## src/rtl/b58enc_pkg.sv

```systemverilog
// Package for the base58 block encoder: state type, sizes and lookup functions.
// Used by b58enc_div and base58_block_encoder_unit; depends on nothing else.
package b58enc_pkg;

    localparam int unsigned RADIX      = 58;
    localparam int unsigned FULL_BLOCK = 8;
    localparam int unsigned MAX_CHARS  = 11;

    // Base58 alphabet, first character in the top byte
    localparam logic [RADIX*8-1:0] ALPHABET =
        "123456789ABCDEFGHJKLMNPQRSTUVWXYZabcdefghijkmnopqrstuvwxyz";

    typedef enum logic [1:0] {
        ST_IDLE,
        ST_DIV,
        ST_EMIT
    } b58enc_state_t;

    // Map a digit value to its ASCII character
    function automatic logic [6:0] digit_char(input logic [5:0] digit);
        logic [5:0] pos;
        logic [8:0] base;
        pos  = 6'(RADIX - 1) - digit;
        base = {pos, 3'b000};
        return ALPHABET[base +: 7];
    endfunction

    // Encoded length for a block size; zero for empty or oversized blocks
    function automatic logic [3:0] block_len(input logic [3:0] size);
        logic [3:0] len;
        case (size)
            4'd1:    len = 4'd2;
            4'd2:    len = 4'd3;
            4'd3:    len = 4'd5;
            4'd4:    len = 4'd6;
            4'd5:    len = 4'd7;
            4'd6:    len = 4'd9;
            4'd7:    len = 4'd10;
            4'd8:    len = 4'd11;
            default: len = 4'd0;
        endcase
        return len;
    endfunction

endpackage

```

## src/rtl/b58enc_div.sv

```systemverilog
// Shared divide-by-58 unit: one byte of the dividend per use, eight restoring steps.
// Depends on b58enc_pkg for the radix.
module b58enc_div
    import b58enc_pkg::*;
(
    input  logic [5:0] rem_in,
    input  logic [7:0] dividend_byte,
    output logic [7:0] quot_byte,
    output logic [5:0] rem_out
);

    // Shift in one dividend bit per step, subtract the radix when it fits
    always_comb
    begin
        logic [6:0] partial;
        logic [5:0] rem_work;
        rem_work  = rem_in;
        quot_byte = '0;
        for (int i = 7; i >= 0; i--)
        begin
            partial = {rem_work, dividend_byte[i]};
            if (partial >= 7'(RADIX))
            begin
                partial      = partial - 7'(RADIX);
                quot_byte[i] = 1'b1;
            end
            rem_work = partial[5:0];
        end
        rem_out = rem_work;
    end

endmodule

```

## src/rtl/base58_block_encoder_unit.sv

```systemverilog
// Base58 block encoder: one block of up to 8 bytes in, up to 11 characters out.
// The shared divide unit works through all eight bytes of the number for each digit,
// and the first character is output only after every digit of the block is computed.
// Throughput: then one character per cycle while the output does not stall; the next
// block is taken only after the last character of the previous one is loaded for output.
// Empty or oversized blocks are accepted and give no output; reset (rst_n,
// asynchronous, active low) clears the sequencer and output valid.
module base58_block_encoder_unit
    import b58enc_pkg::*;
(
    input  logic        clk,
    input  logic        rst_n,
    input  logic        in_valid,
    output logic        in_stall,
    input  logic [63:0] block_value,
    input  logic [3:0]  block_size,
    output logic        out_valid,
    input  logic        out_stall,
    output logic [6:0]  out_char,
    output logic        last_char
);

    b58enc_state_t state_reg, state_next;

    logic [63:0] num_reg, num_next;
    logic [5:0]  rem_reg, rem_next;
    logic [2:0]  step_reg, step_next;
    logic [3:0]  wr_idx_reg, wr_idx_next;
    logic [3:0]  rd_idx_reg, rd_idx_next;
    logic [3:0]  len_reg, len_next;
    logic [5:0]  digit_reg [MAX_CHARS];

    logic        out_valid_reg, out_valid_next;
    logic [6:0]  out_char_reg, out_char_next;
    logic        last_reg, last_next;

    logic [7:0]  quot_byte;
    logic [5:0]  div_rem;
    logic        accept;
    logic        digit_done;
    logic        out_load;
    logic        emit_last;
    logic [3:0]  in_len;
    logic [63:0] masked_value;

    b58enc_div u_div (
        .rem_in        (rem_reg),
        .dividend_byte (num_reg[63:56]),
        .quot_byte     (quot_byte),
        .rem_out       (div_rem)
    );

    assign in_len     = block_len(block_size);
    assign accept     = in_valid && (state_reg == ST_IDLE);
    assign digit_done = (state_reg == ST_DIV) && (step_reg == 3'(FULL_BLOCK - 1));
    assign out_load   = (state_reg == ST_EMIT) && (!out_valid_reg || !out_stall);
    assign emit_last  = (rd_idx_reg == len_reg - 4'd1);

    // Drop the bytes above the block size
    always_comb
    begin
        for (int b = 0; b < FULL_BLOCK; b++)
        begin
            masked_value[b*8 +: 8] = (4'(b) < block_size) ? block_value[b*8 +: 8] : 8'h00;
        end
    end

    // Next state
    always_comb
    begin
        state_next = state_reg;
        unique case (state_reg)
            ST_IDLE:
            begin
                if (accept && (in_len != 4'd0))
                begin
                    state_next = ST_DIV;
                end
            end
            ST_DIV:
            begin
                if (digit_done && (wr_idx_reg == 4'd0))
                begin
                    state_next = ST_EMIT;
                end
            end
            ST_EMIT:
            begin
                if (out_load && emit_last)
                begin
                    state_next = ST_IDLE;
                end
            end
            default:
            begin
                state_next = ST_IDLE;
            end
        endcase
    end

    // Datapath and output register next values
    always_comb
    begin
        num_next       = num_reg;
        rem_next       = rem_reg;
        step_next      = step_reg;
        wr_idx_next    = wr_idx_reg;
        rd_idx_next    = rd_idx_reg;
        len_next       = len_reg;
        out_char_next  = out_char_reg;
        last_next      = last_reg;
        out_valid_next = out_valid_reg && out_stall;

        // Load a new item
        if (accept)
        begin
            num_next    = masked_value;
            rem_next    = '0;
            step_next   = '0;
            len_next    = in_len;
            wr_idx_next = in_len - 4'd1;
            rd_idx_next = '0;
        end

        // Advance the division by one byte
        if (state_reg == ST_DIV)
        begin
            num_next  = {num_reg[55:0], quot_byte};
            rem_next  = div_rem;
            step_next = step_reg + 3'd1;
            if (digit_done)
            begin
                rem_next    = '0;
                wr_idx_next = wr_idx_reg - 4'd1;
            end
        end

        // Hand the next character to the output register
        if (out_load)
        begin
            out_char_next  = digit_char(digit_reg[rd_idx_reg]);
            last_next      = emit_last;
            out_valid_next = 1'b1;
            rd_idx_next    = rd_idx_reg + 4'd1;
        end
    end

    // Control registers
    always_ff @(posedge clk or negedge rst_n)
    begin
        if (!rst_n)
        begin
            state_reg     <= ST_IDLE;
            out_valid_reg <= 1'b0;
        end
        else
        begin
            state_reg     <= state_next;
            out_valid_reg <= out_valid_next;
        end
    end

    // Payload registers
    always_ff @(posedge clk)
    begin
        num_reg      <= num_next;
        rem_reg      <= rem_next;
        step_reg     <= step_next;
        wr_idx_reg   <= wr_idx_next;
        rd_idx_reg   <= rd_idx_next;
        len_reg      <= len_next;
        out_char_reg <= out_char_next;
        last_reg     <= last_next;
    end

    // Digit buffer, filled least significant digit last position first
    always_ff @(posedge clk)
    begin
        if (digit_done)
        begin
            digit_reg[wr_idx_reg] <= div_rem;
        end
    end

    assign in_stall  = (state_reg != ST_IDLE);
    assign out_valid = out_valid_reg;
    assign out_char  = out_char_reg;
    assign last_char = last_reg;

endmodule
```

## config.mk

```make
export PLATFORM = sky130hd
export DESIGN_NAME = base58_block_encoder_unit
export DESIGN_NICKNAME = d
export VERILOG_FILES = /design/src/rtl/b58enc_pkg.sv /design/src/rtl/b58enc_div.sv /design/src/rtl/base58_block_encoder_unit.sv
export SDC_FILE = /design/constraint.sdc
export NUM_CORES = 1
export LEC_CHECK = 0
export CORE_ASPECT_RATIO = 0.9
export CORE_MARGIN = 4
export CORE_UTILIZATION = 44
export DETAILED_ROUTE_END_ITERATION = 6
export DONT_BUFFER_PORTS = 1
export PLACE_DENSITY = 0.68
export SKIP_LAST_GASP = 1
export SYNTH_ARGS = -nofsm -noshare
export SYNTH_HDL_FRONTEND = slang
export SYNTH_SLANG_ARGS = --single-unit
```

## constraint.sdc

```tcl
create_clock -name clk -period 21.9 [get_ports clk]
set_clock_uncertainty 0.05 [all_clocks]
set_input_delay 1.095 -clock clk [delete_from_list [all_inputs] [get_ports clk]]
set_output_delay 1.095 -clock clk [all_outputs]
set_load 0.02 [all_outputs]
```

Yosys cells after proc, flatten, opt, wreduce, memory -nomap -nowiden
Memory sizes are Yosys's and may differ from the RTL's. A register that Yosys moved wholly into a read port is not among the register bits.
Cells that the tools add are included.
{"block": "word_totals", "rom_bits": 64, "reg_bits": 96, "mem_bits_rw": 66, "output_inout_bits": 10, "memories": 2, "input_bits": 72, "wordCells": 111}
{"name": "digit_reg", "depth": 11, "word_bits": 6, "read_ports": 1, "rd_clocked_by_memory_dff": 1, "write_ports": 1, "line_no": "base58_block_encoder_unit.sv:31", "text": "logic [5:0] digit_reg [MAX_CHARS];"}
{"name": "(name not given)", "depth": 16, "word_bits": 4, "read_ports": 1, "rd_clocked_by_memory_dff": 0, "write_ports": 0, "line_no": "b58enc_pkg.sv:31", "text": "case (size)"}
{"block": "classes", "n_mux": 44, "reduce_logical": 17, "eq_ne": 7, "n_addsub": 14, "magnitude_cmp": 16, "n_shift": 1}
{"operator": "variable part select 464 x 10 -> 7 bit (first input constant)", "n": 1}
{"operator": "2-to-1 mux 64 bit", "n": 2}
{"operator": "2-to-1 mux 6 bit", "n": 11}
{"operator": "2-to-1 mux 8 bit", "n": 8}
{"operator": "greater-or-equal comparator 7 x 6 -> 1 bit (second input constant)", "n": 8}
{"operator": "subtractor 6 bit (second input constant)", "n": 8}
{"operator": "2-to-1 mux 4 bit", "n": 6}
{"operator": "less-than comparator 3 x 4 -> 1 bit (first input constant)", "n": 4}
{"operator": "subtractor 4 x 1 -> 4 bit (second input constant)", "n": 3}
{"operator": "2-to-1 mux 1 bit", "n": 11}
{"operator": "less-than comparator 1 x 4 -> 1 bit (first input constant)", "n": 2}
{"operator": "less-than comparator 2 x 4 -> 1 bit (first input constant)", "n": 2}
{"operator": "logical AND 1 bit", "n": 7}
{"operator": "2-to-1 mux 2 bit", "n": 3}
{"operator": "2-to-1 mux 3 bit", "n": 2}
{"operator": "inequality test 2 x 1 -> 1 bit (second input constant)", "n": 3}
{"operator": "case mux 2 bit (3 select lines)", "n": 1}
{"operator": "nonzero test 2 bit", "n": 3}
{"operator": "subtractor 6 bit (first input constant)", "n": 1}
{"operator": "adder 4 x 1 -> 4 bit (second input constant)", "n": 1}
{"operator": "== test 4 bit", "n": 1}
{"operator": "zero test 4 bit", "n": 1}
{"operator": "nonzero test 4 bit", "n": 1}
{"operator": "adder 3 x 1 -> 3 bit (second input constant)", "n": 1}
{"operator": "7 further kinds", "n": 8}

Logic depth before layout (Yosys ltp)
Gate-level depths: netlist of the first run.
{"block": "logic_depth", "word_depth": 18, "depth_mapped": 50, "ltp_nobuf": 44}

Cells and area by module
Synthesis of the first run repeated with hierarchy kept, for this count alone.
{"block": "hier_totals", "cells_unflattened": 822, "area_unflattened_um2": 9873.2}
{"module": "base58_block_encoder_unit", "cells_each": 525, "seq_area_each_um2": 4889.7, "instances": 1, "area_each_um2": 7694.9}
{"module": "b58enc_div", "cells_each": 297, "seq_area_each_um2": 0.0, "instances": 1, "area_each_um2": 2178.3}

Worst setup path before layout of the first run
No wires, ideal clock.
{"block": "synth_path", "path_kind": "flip-flop to flip-flop", "from": "register rem_reg[0]", "to": "memory digit_reg[0][2], data pin", "stages_incl_launch_ff": 50, "path_buffers": 6, "synth_period_minus_slack_ns": 10.009, "arrival_ns": 9.702, "t_required_ns": 21.593, "path_slack_ns": 11.891, "setup_ns": 0.257, "path_cell_list": "edfxtp_1 > buf_2 > inv_1 > ha_1 > and4b_1 > buf_2 > a211oi_1 > nor2_1 > ha_1 > clkbuf_1 > o41ai_2 > o22ai_2 > o21a_1 > buf_6 > xnor2_1 > inv_1 > ha_1 > clkbuf_1 > [... 14 more ...] > a221oi_4 > xnor2_1 > ha_1 > a21oi_1 > o21a_1 > mux2_4 > a21oi_1 > xnor2_1 > ha_1 > and4b_1 > a211oi_2 > nor2b_2 > xnor2_1 > inv_1 > ha_1 > a211oi_1 > nor3_1 > a21oi_1"}
{"block": "synth_via", "elab_chain_len": 16, "word_cells_on_any_way": 24, "cone_classes": "add/sub (8); order compare (8); mux (8)"}
{"element": "start, declared", "line_no": "base58_block_encoder_unit.sv:26", "text": "logic [5:0] rem_reg, rem_next;"}
{"element": "start signal, assigned", "line_no": "base58_block_encoder_unit.sv:167", "text": "rem_reg <= rem_next;"}
{"element": "subtractor 6 bit / greater-or-equal comparator 7 x 6 -> 1 bit (equally long branches)", "line_no": "b58enc_div.sv:24, b58enc_div.sv:22"}
{"element": "2-to-1 mux 6 bit (*)", "line_no": "b58enc_div.sv:22", "text": "if (partial >= 7'(RADIX))"}
{"element": "subtractor 6 bit / greater-or-equal comparator 7 x 6 -> 1 bit (equally long branches)", "line_no": "b58enc_div.sv:24, b58enc_div.sv:22"}
{"element": "2-to-1 mux 6 bit (*)", "line_no": "b58enc_div.sv:22"}
{"element": "subtractor 6 bit / greater-or-equal comparator 7 x 6 -> 1 bit (equally long branches)", "line_no": "b58enc_div.sv:24, b58enc_div.sv:22"}
{"element": "2-to-1 mux 6 bit (*)", "line_no": "b58enc_div.sv:22"}
{"element": "subtractor 6 bit / greater-or-equal comparator 7 x 6 -> 1 bit (equally long branches)", "line_no": "b58enc_div.sv:24, b58enc_div.sv:22"}
{"element": "2-to-1 mux 6 bit (*)", "line_no": "b58enc_div.sv:22"}
{"element": "subtractor 6 bit / greater-or-equal comparator 7 x 6 -> 1 bit (equally long branches)", "line_no": "b58enc_div.sv:24, b58enc_div.sv:22"}
{"element": "2-to-1 mux 6 bit (*)", "line_no": "b58enc_div.sv:22"}
{"element": "greater-or-equal comparator 7 x 6 -> 1 bit / subtractor 6 bit (equally long branches)", "line_no": "b58enc_div.sv:22, b58enc_div.sv:24"}
{"element": "2-to-1 mux 6 bit (*)", "line_no": "b58enc_div.sv:22"}
{"element": "subtractor 6 bit / greater-or-equal comparator 7 x 6 -> 1 bit (equally long branches)", "line_no": "b58enc_div.sv:24, b58enc_div.sv:22"}
{"element": "2-to-1 mux 6 bit (*)", "line_no": "b58enc_div.sv:22"}
{"element": "subtractor 6 bit / greater-or-equal comparator 7 x 6 -> 1 bit (equally long branches)", "line_no": "b58enc_div.sv:24, b58enc_div.sv:22"}
{"element": "2-to-1 mux 6 bit (*)", "line_no": "b58enc_div.sv:22"}
{"element": "named net div_rem[2]", "line_no": "base58_block_encoder_unit.sv:38", "text": "logic [5:0] div_rem;"}
{"element": "end, declared", "line_no": "base58_block_encoder_unit.sv:31"}
The timed path passes the listed nets; every way through them passes the cells marked *.

Final worst setup path of the first run
{"block": "layout_path", "from": "register rem_reg[0]", "to": "memory digit_reg[8][2], data pin"}
The elaborated chain is that of the path after synthesis.

==> results of run 1 <==
==> through the flow <==
stage               cell area (um2)  instances
floorplan                      9682        836
global placement               9955       1098
detailed placement             9955       1098
CTS                           10570       1130
global route                  10570       1130
finish                        10570       1130
==> how the worst max path moves through the flow <==
stage / start / to / slack (ns)
global route: rem_reg[0] / digit_reg[8][2] / 9.15
floorplan: rem_reg[0] / digit_reg[0][2] / 11.89
finish: rem_reg[0] / digit_reg[8][2] / 10.24
detailed placement: rem_reg[0] / digit_reg[2][2] / 10.36
CTS: rem_reg[0] / digit_reg[8][2] / 10.29
global placement: rem_reg[0] / digit_reg[2][2] / 10.93
==> cells by family (layout without fill, tap and decap cells) <==
logic type | after synthesis | count (layout) | synth area share
and+or+nand+nor | 252 | 252 | 0.1313
DFF | 166 | 166 | 0.5050
AOI/OAI and AO/OA | 237 | 237 | 0.1861
buffers and inverters | 68 | 71 | 0.02804
adders and majority gates | 31 | 31 | 0.04006
muxes | 48 | 48 | 0.07573
xor gates and xnor gates | 34 | 34 | 0.03373
==> layer usage <==
layer,vias up,track usage,share of wire
met3,27,0.05486,0.069
met4,0,0.04528,0.012
met2,228,0.2786,0.47
met5,-,0,0
met1,3267,0.2433,0.45
li1,3208,-,-
==> Yosys cell counts, drive strengths merged (4+ instances only) <==
master,n
o21a,7
and3,5
a221oi,4
mux2,13
xor2,7
o311ai,4
ha,31
inv,32
a21oi,45
nand3b,4
o22ai,10
xnor2,26
buf,10
a211o,4
o211ai,13
edfxtp,155
mux2i,18
nor3,22
o21ai,36
mux4,17
or2,8
nand3,31
a21o,12
clkbuf,24
and2,15
a22o,49
nand2,63
nor2,61
nand2b,12
dfxtp,8
nor2b,10
a211oi,19
==> critical path: cells and delay by family (launching register included) <==
kind                     cells  cell delay (ns)
XOR/XNOR                     5             1.30
AO/OA/AOI/OAI               16             4.28
buffers and inverters        3             0.34
adder cells (fa/ha/maj)      8             2.61
multiplexers                 1             0.30
AND/OR/NAND/NOR             10             1.92
flip-flops                   1             0.58
==> final cells by class <==
class	count	area (um2)	share of cell area
clock buffer	17	425.4	0.04023
inverter	34	127.6	0.01207
tap	291	364.1	0.03443
clock inverter	15	193.9	0.01834
timing repair buffer	5	37.54	0.003550
multi-input combinational	602	4536	0.4289
sequential	166	4890	0.4624
==> key figures, run 1 <==
STA
  – Slew at the pin with the worst max-slew slack: 0.9641 ns
  – Crit share post-route: 0.5324
  – F_max: 85.77 MHz
  – Final setup viols: 0
  – RSZ-0062 raised after global routing: false
  – Setup tns final: 0 ns
  – Fin. Hold Viols: 0
  – Relative slew slack: 0.3573
  – Min cycle time layout: 11.66 ns
  – Final worst slack: 10.24 ns
  – Final Slew Violations: 0
  – Min Hold Slack: 0.3005 ns

Critical path
  – Crit path launch type: flip-flop
  – CP max stage cell: edfxtp_1
  – Reg2reg path depth: 43
  – Slowest stage delay, CP: 0.58 ns
  – Setup CP Type: flip-flop to flip-flop
  – Worst Path Max Fanout: 12
  – Reg2reg end: digit_reg[8][2]
  – Worst r2r src: rem_reg[0]
  – WP data required: 21.99 ns
  – Most Frequent Cell on Critical Path: ha_1
  – R2R Setup Slk: 10.24 ns
  – CP Capture Type: flip-flop
  – Arrival time worst endpoint: 11.75 ns

Final layout
  – Syn-to-layout area delta: 9.214%
  – Share of layout cells above drive strength 1: 0.1240
  – # diodes: 0
  – Final design utilization: 0.4888
  – NumNets Final: 929
  – Most common cell after layout, fill and taps aside: edfxtp_1
  – FILL cells: 1881
  – Most frequent cells in the layout: 155 x edfxtp_1, 62 x nand2_1, 61 x nor2_1, 49 x a22o_1, 42 x a21oi_1
  – Largest register FFs: 66

Logic synthesis
  – Syn_nets: 939
  – Seq cells post-synth: 166
  – Main synth FF type: edfxtp_1
  – Cell Area, Synth: 9682 um2
  – Top cells by area in the synthesized netlist: edfxtp_1 48%, a22o_1 4.4%, ha_1 4.0%
  – Largest area contributor in the netlist: edfxtp_1
  – Post-Syn Instances: 836
  – Number of flops mapped to enable cells by yosys: 155
  – Synthesized area per cell: 11.58 um2
  – Synth top area share: 0.4807
  – Synth warn: 0
  – Ys async rst share: 0.01807
  – Cell variety after synth: 90
  – Register area share after synthesis: 0.5050

Clock tree
  – Clk buf depth: 2
  – Post-cts resize count: 0
  – CTS buffer count: 17
  – Setup bufs post-CTS: 0
  – # H-tree levels: 4
  – Clk slew on worst S/H paths: 0.07 ns
  – Hold Buf Count CTS: 0
  – Clk_lat worst skew: 0.43 ns
  – TritonCTS Sinks: 166
  – CTS tree: built
  – CTS root buf: clkbuf_16

Detailed routing
  – WL/cell: 19.01 um
  – First-pass DRT Iterations: 7
  – Drt total wl: 21480 um
  – Drt via density: 5.956
  – Residual DRC: 0
  – DR iter-0 viols: 633
  – Detail Route Antenna Nets: 0
  – Vias: 6730

GRT
  – Total gr overflow: 0
  – First-pass GRT wire length: 34280 um
  – Largest net degree at the start of global routing: 74
  – Initial antenna violation count: 0
  – Vias in the first global route: 6309
  – Gr usage total: 0.1782

Hold path
  – Min-delay worst type: input pin to async pin

Die
  – Die Span X: 164.4 um
  – Core Region: 21630 um2
  – Site Rows: 51
  – Boundary Pins: 82
  – Starting Density: 0.4476
  – Die ar.: 24440 um2
  – Die Height: 148.7 um

Run status
  – Status: finished clean

Place
  – Pre-CTS setup slack: 10.36 ns
  – DP HPWL: 15340 um
  – Placer Congestion: 0.8605
  – Port-buffer cells: 0

Flow run
  – Max Cap Viol: 0
Power of run 1 is left out: the tool's default activity adds up to more than one toggle a clock period on the data nets, which glitch-free logic cannot reach.
==> run 2, diff against run 1 <==
--- a/config.mk
+++ b/config.mk
@@ -5,6 +5,7 @@
 export SDC_FILE = /design/constraint.sdc
 export NUM_CORES = 1
 export LEC_CHECK = 0
+export ABC_AREA = 1
 export CORE_ASPECT_RATIO = 0.9
 export CORE_MARGIN = 4
 export CORE_UTILIZATION = 44
==> constraint.sdc (replaced) <==
create_clock -name clk -period 11.4 [get_ports clk]
set_clock_uncertainty 0.05 [all_clocks]
set_input_delay 0.57 -clock clk [delete_from_list [all_inputs] [get_ports clk]]
set_output_delay 0.57 -clock clk [all_outputs]
set_load 0.02 [all_outputs]
==> key figures, run 2 <==
Clock tree
  – Clk buf depth: 2 (unchanged)
  – Post-cts resize count: 0 (unchanged)
  – CTS tree: built
  – Clk slew on worst S/H paths: 0.07 ns (about the same)
  – Hold Buf Count CTS: 1 (+1)
  – TritonCTS Sinks: 166 (unchanged)
  – # H-tree levels: 4 (unchanged)
  – Clk_lat worst skew: 0.43 ns (about the same)
  – Setup bufs post-CTS: 0 (unchanged)
  – CTS root buf: clkbuf_16
  – CTS buffer count: 17 (unchanged)

Final layout
  – # diodes: 0 (unchanged)
  – Largest register FFs: 66 (unchanged)
  – Most frequent cells in the layout: 255 x nand2_1, 155 x edfxtp_1, 108 x inv_1, 80 x o21ai_0, 61 x nand3_1
  – Syn-to-layout area delta: 10.26%
  – Most common cell after layout, fill and taps aside: nand2_1
  – NumNets Final: 1133 (+22%)
  – Share of layout cells above drive strength 1: 0.1314 (+0.007395)

STA
  – RSZ-0062 raised after global routing: false
  – Fin. Hold Viols: 0 (unchanged)
  – Slew at the pin with the worst max-slew slack: 1.170 ns (+0.2057 ns)
  – Final Slew Violations: 0 (unchanged)
  – F_max: 137.1 MHz (+60%)
  – Final setup viols: 0 (unchanged)
  – Setup tns final: 0 ns (unchanged)
  – Min cycle time layout: 7.291 ns (-4.368 ns)
  – Relative slew slack: 0.2141 (-0.1431)
  – Crit share post-route: 0.6396 (+0.1072)

Critical path
  – Most Frequent Cell on Critical Path: nand2_1
  – Reg2reg end: digit_reg[1][1]
  – Reg2reg path depth: 55 (+28%)
  – CP Capture Type: flip-flop
  – R2R Setup Slk: 4.11 ns (-6.13 ns)
  – Worst Path Max Fanout: 11 (-1)
  – CP Capture Point: digit_reg[1][1]
  – Worst r2r src: rem_reg[0]
  – CP max stage cell: edfxtp_1
  – WP data required: 11.48 ns (-10.51 ns)
  – Slowest stage delay, CP: 0.40 ns (-0.18 ns)
  – Critical Path Start: rem_reg[0]
  – Crit path launch type: flip-flop
  – Arrival time worst endpoint: 7.37 ns (-4.38 ns)
  – Setup CP Type: flip-flop to flip-flop

GRT
  – Initial antenna violation count: 0 (unchanged)
  – Largest net degree at the start of global routing: 75 (+1.4%)
  – First-pass GRT wire length: 32690 um (-4.7%)
  – Total gr overflow: 0 (unchanged)
  – Gr usage total: 0.1698 (-0.008445)
  – Vias in the first global route: 6508 (+3.2%)

Detailed routing
  – Detail Route Antenna Nets: 0 (unchanged)
  – Vias: 6895 (+2.5%)
  – Drt total wl: 20350 um (-5.3%)
  – Drt via density: 5.188 (-13%)
  – First-pass DRT Iterations: 5 (-2)
  – DR iter-0 viols: 732 (+16%)
  – Residual DRC: 0 (unchanged)
  – WL/cell: 15.31 um (-19%)

Logic synthesis
  – Synth top area share: 0.4913 (+0.01054)
  – Top cells by area in the synthesized netlist: edfxtp_1 49%, nand2_1 10%, inv_1 4.3%
  – Cell Area, Synth: 9474 um2 (-2.1%)
  – Synthesized area per cell: 9.225 um2 (-20%)
  – Most frequent cells after synthesis: 256 x nand2_1, 155 x edfxtp_1, 108 x inv_1
  – Cell with the most instances after synthesis: nand2_1
  – Ys async rst share: 0.01807 (unchanged)
  – Seq cells post-synth: 166 (unchanged)
  – Post-Syn Instances: 1027 (+23%)
  – Cell variety after synth: 53 (-41%)
  – Main synth FF type: edfxtp_1
  – Register area share after synthesis: 0.5161 (+0.01107)
  – Syn_nets: 1130 (+20%)
  – Synth warn: 0 (unchanged)
  – Number of flops mapped to enable cells by yosys: 155 (unchanged)
  – Largest area contributor in the netlist: edfxtp_1

Die
  – Core Region: 20960 um2 (-3.1%)
  – Die Height: 147.2 um (-1.0%)
  – Starting Density: 0.4521 (+0.004492)
  – Die Span X: 162.7 um (-1.0%)
  – Die ar.: 23950 um2 (-2.0%)
  – Site Rows: 50 (-2.0%)
  – Boundary Pins: 82 (unchanged)

Hold path
  – Min-delay worst type: input pin to flip-flop

Run status
  – Status: finished clean

Place
  – DP HPWL: 14430 um (-5.9%)
  – Placer Congestion: 0.8654 (+0.57%)
  – Port-buffer cells: 0 (unchanged)

Flow run
  – Max Cap Viol: 0 (unchanged)
[run 2: kinds of logic (layout without fill, tap and decap cells)]
family                     count (synthesis)  in the layout  synth area share
and+or+nand+nor                          487            487            0.2565
AOI/OAI and AO/OA                        156            156           0.09271
buffers and inverters                    155            171           0.06168
muxes                                     17             17           0.01822
DFF                                      166            166            0.5161
adders and majority gates                 31             31           0.04094
xor gates and xnor gates                  15             15           0.01387
[run 2: worst min-delay path by stage]
stage                               start           end  slack [ns]  cells after the start
after global placement              rst_n  state_reg[0]        0.22                      0
after floorplan                     rst_n     out_valid        0.22                      0
final                           out_stall     out_valid        0.25                      2
after detailed placement            rst_n     out_valid        0.22                      0
after global routing      block_value[50]   num_reg[50]        0.28                      2
after CTS                       out_stall     out_valid        0.23                      2
[run 2: routing by layer]
metal,share of wire,vias up,GRT usage
li1,-,3513,-
met1,0.47,3184,0.2361
met2,0.46,180,0.2658
met3,0.064,18,0.04180
met4,0.013,0,0.04822
met5,0,-,0
[run 2: worst max-delay path: cells and delay by family (launching register included)]
| family | cells | cell delay, ns |
|---|---|---|
| adder cells (fa/ha/maj) | 8 | 1.69 |
| buffers and inverters | 11 | 0.93 |
| AND/OR/NAND/NOR | 36 | 3.90 |
| flip-flops | 1 | 0.40 |
[run 2: final cells by class]
class / count / area [um2]
Timing Repair Buffer: 12 / 92.59
Clock buffer: 17 / 425.4
Sequential cell: 166 / 4890
Clock inverter: 15 / 183.9
Tap cell: 286 / 357.8
Multi-Input combinational cell: 706 / 4020
Fill cell: 1926 / 10510
Inverter: 127 / 476.7
[run 2: per-stage QoR]
step	setup slack [ns]	std cells	hold slack [ns]	utilization	area, um2
detailed placement	4.102	1296	0.2245	0.4689	9827
CTS	4.086	1329	0.2333	0.4984	10450
finish	4.109	1329	0.2507	0.4984	10450
global placement	4.434	1296	0.2245	0.4689	9827
global route	3.381	1329	0.2831	0.4984	10450
floorplan	4.825	1027	0.2244	-	9474
Power of run 2 is left out for the same reason.
==> run 3, diff against run 2 <==
==> constraint.sdc (replaced) <==
create_clock -name clk -period 7.1 [get_ports clk]
set_clock_uncertainty 0.05 [all_clocks]
set_input_delay 0.355 -clock clk [delete_from_list [all_inputs] [get_ports clk]]
set_output_delay 0.355 -clock clk [all_outputs]
set_load 0.02 [all_outputs]
==> key figures, run 3 (synthesis results as in run 2) <==
Run status
  – Status: finished clean

Detailed routing
  – First-pass DRT Iterations: 5 (unchanged)
  – Residual DRC: 0 (unchanged)
  – DR iter-0 viols: 579 (-21%)
  – Drt via density: 5.251 (+1.2%)
  – Vias: 7031 (+2.0%)
  – Detail Route Antenna Nets: 0 (unchanged)
  – WL/cell: 15.58 um (+1.8%)
  – Drt total wl: 20860 um (+2.5%)

Die
  – Core Region: 20960 um2 (unchanged)
  – Die Span X: 162.7 um (unchanged)
  – Boundary Pins: 82 (unchanged)
  – Die ar.: 23950 um2 (unchanged)
  – Die Height: 147.2 um (unchanged)
  – Starting Density: 0.4521 (unchanged)
  – Site Rows: 50 (unchanged)

GRT
  – Largest net degree at the start of global routing: 75 (unchanged)
  – Initial antenna violation count: 0 (unchanged)
  – First-pass GRT wire length: 33490 um (+2.4%)
  – Gr usage total: 0.1747 (+0.004936)
  – Total gr overflow: 0 (unchanged)
  – Vias in the first global route: 6626 (+1.8%)

Critical path
  – Reg2reg path depth: 55 (unchanged)
  – Slowest stage delay, CP: 0.40 ns (about the same)
  – Crit path buffers/inverters: 11 (unchanged)
  – Top Family by Delay on Critical Path: simple AND/OR/NAND/NOR gates
  – CP Capture Type: flip-flop
  – CP max stage cell: edfxtp_1
  – R2R Setup Slk: 0.53 ns (-3.58 ns)
  – Worst Path Max Fanout: 11 (unchanged)
  – Most Frequent Cell on Critical Path: nand3_4
  – Arrival time worst endpoint: 6.68 ns (-0.69 ns)
  – Total stage count of the critical path: 55 (unchanged)
  – WP data required: 7.22 ns (-4.26 ns)
  – Setup CP Type: flip-flop to flip-flop
  – Crit path launch type: flip-flop

Final layout
  – NumNets Final: 1143 (+0.88%)
  – Most frequent cells in the layout: 251 x nand2_1, 155 x edfxtp_1, 98 x inv_1, 80 x o21ai_0, 61 x nand3_1
  – Largest register FFs: 66 (unchanged)
  – FILL cells: 1877 (-2.5%)
  – # diodes: 0 (unchanged)
  – Most common cell after layout, fill and taps aside: nand2_1
  – Syn-to-layout area delta: 11.77%
  – Share of layout cells above drive strength 1: 0.1586 (+0.02724)
  – Fin cells: 1339 (+0.75%)

Clock tree
  – CTS root buf: clkbuf_16
  – Clk_lat worst skew: 0.44 ns (about the same)
  – # H-tree levels: 4 (unchanged)
  – TritonCTS Sinks: 166 (unchanged)
  – CTS buffer count: 17 (unchanged)
  – CTS tree: built
  – Clk buf depth: 2 (unchanged)
  – Clk slew on worst S/H paths: 0.07 ns (about the same)

Place
  – Placer Congestion: 0.8654 (unchanged)
  – Port-buffer cells: 0 (unchanged)
  – DP HPWL: 14600 um (+1.1%)
  – Placed instance count: 1296 (unchanged)

STA
  – F_max: 152.3 MHz (+11%)
  – Relative slew slack: 0.2318 (+0.01763)
  – Final setup viols: 0 (unchanged)
  – Final Slew Violations: 0 (unchanged)
  – Min Hold Slack: 0.04584 ns (-0.2049 ns)
  – Fin. Hold Viols: 0 (unchanged)
  – Min cycle time layout: 6.567 ns (-0.7245 ns)
  – Crit share post-route: 0.9249 (+0.2853)
  – Slew at the pin with the worst max-slew slack: 1.144 ns (-0.02624 ns)

Flow run
  – Max Cap Viol: 0 (unchanged)

Hold path
  – Min-delay worst type: input pin to flip-flop
  – Min-Delay Path Depth: 2 (unchanged)
[run 3: cell types whose count changed in the layout (fill, tap and decap cells not counted), moves of 5 or more]
cell / before / now
inv_1: 108 / 98
buf_4: 11 / 21
inv_2: 17 / 24
ha_1: 31 / 26
[run 3: layout make-up]
| class | instances | area (um2) | area share |
|---|---|---|---|
| clock buffer | 17 | 425.4 | 0.04017 |
| clock inverter | 15 | 182.7 | 0.01725 |
| inverter | 127 | 484.2 | 0.04573 |
| multi-input combinational | 706 | 4081 | 0.3854 |
| tap | 286 | 357.8 | 0.03379 |
| timing repair buffer | 22 | 167.7 | 0.01583 |
| sequential | 166 | 4890 | 0.4618 |
[run 3: worst paths after layout]
kind / start / endpoint
worst max-delay path: rem_reg[0] / digit_reg[0][3]
worst min-delay path: out_stall / out_valid
worst max register to register: rem_reg[0] / digit_reg[0][3]
worst min register to register: num_reg[29] / num_reg[37]
max in group asynchronous: rst_n / state_reg[1]
min in group asynchronous: rst_n / out_valid
[run 3: layer usage]
layer / track usage / wire length, um
met4: 0.04486 / 203
met1: 0.2474 / 9613
met2: 0.2696 / 9534
met3: 0.04488 / 1513
met5: 0 / 0
[run 3: through the flow]
step | area [um2] | TNS [ns] | util | worst slack (ns)
global route | 10590 | -0.5314 | 0.5053 | -0.03055
finish | 10590 | 0 | 0.5053 | 0.5330
CTS | 10470 | 0 | 0.4996 | 0.01101
global placement | 9827 | 0 | 0.4689 | 0.1309
detailed placement | 9827 | -7.949 | 0.4689 | -0.1794
floorplan | 9474 | 0 | - | 0.5246
[run 3: repair_timing]
action,CTS,global route
pin swaps,1,10
resized for setup,7,21
gates cloned,0,0
setup endpoints to repair,59,61
hold buffers,1,0
hold endpoints to repair,3,0
setup buffers,2,8
[run 3: worst register-to-register path, delay by kind of cell, from the launching register on]
family,cells,cell delay (ns)
fa+ha+maj,8,1.53
buf+inv,11,0.78
flops,1,0.40
simple gates,36,3.53
Power of run 3 is left out for the same reason.
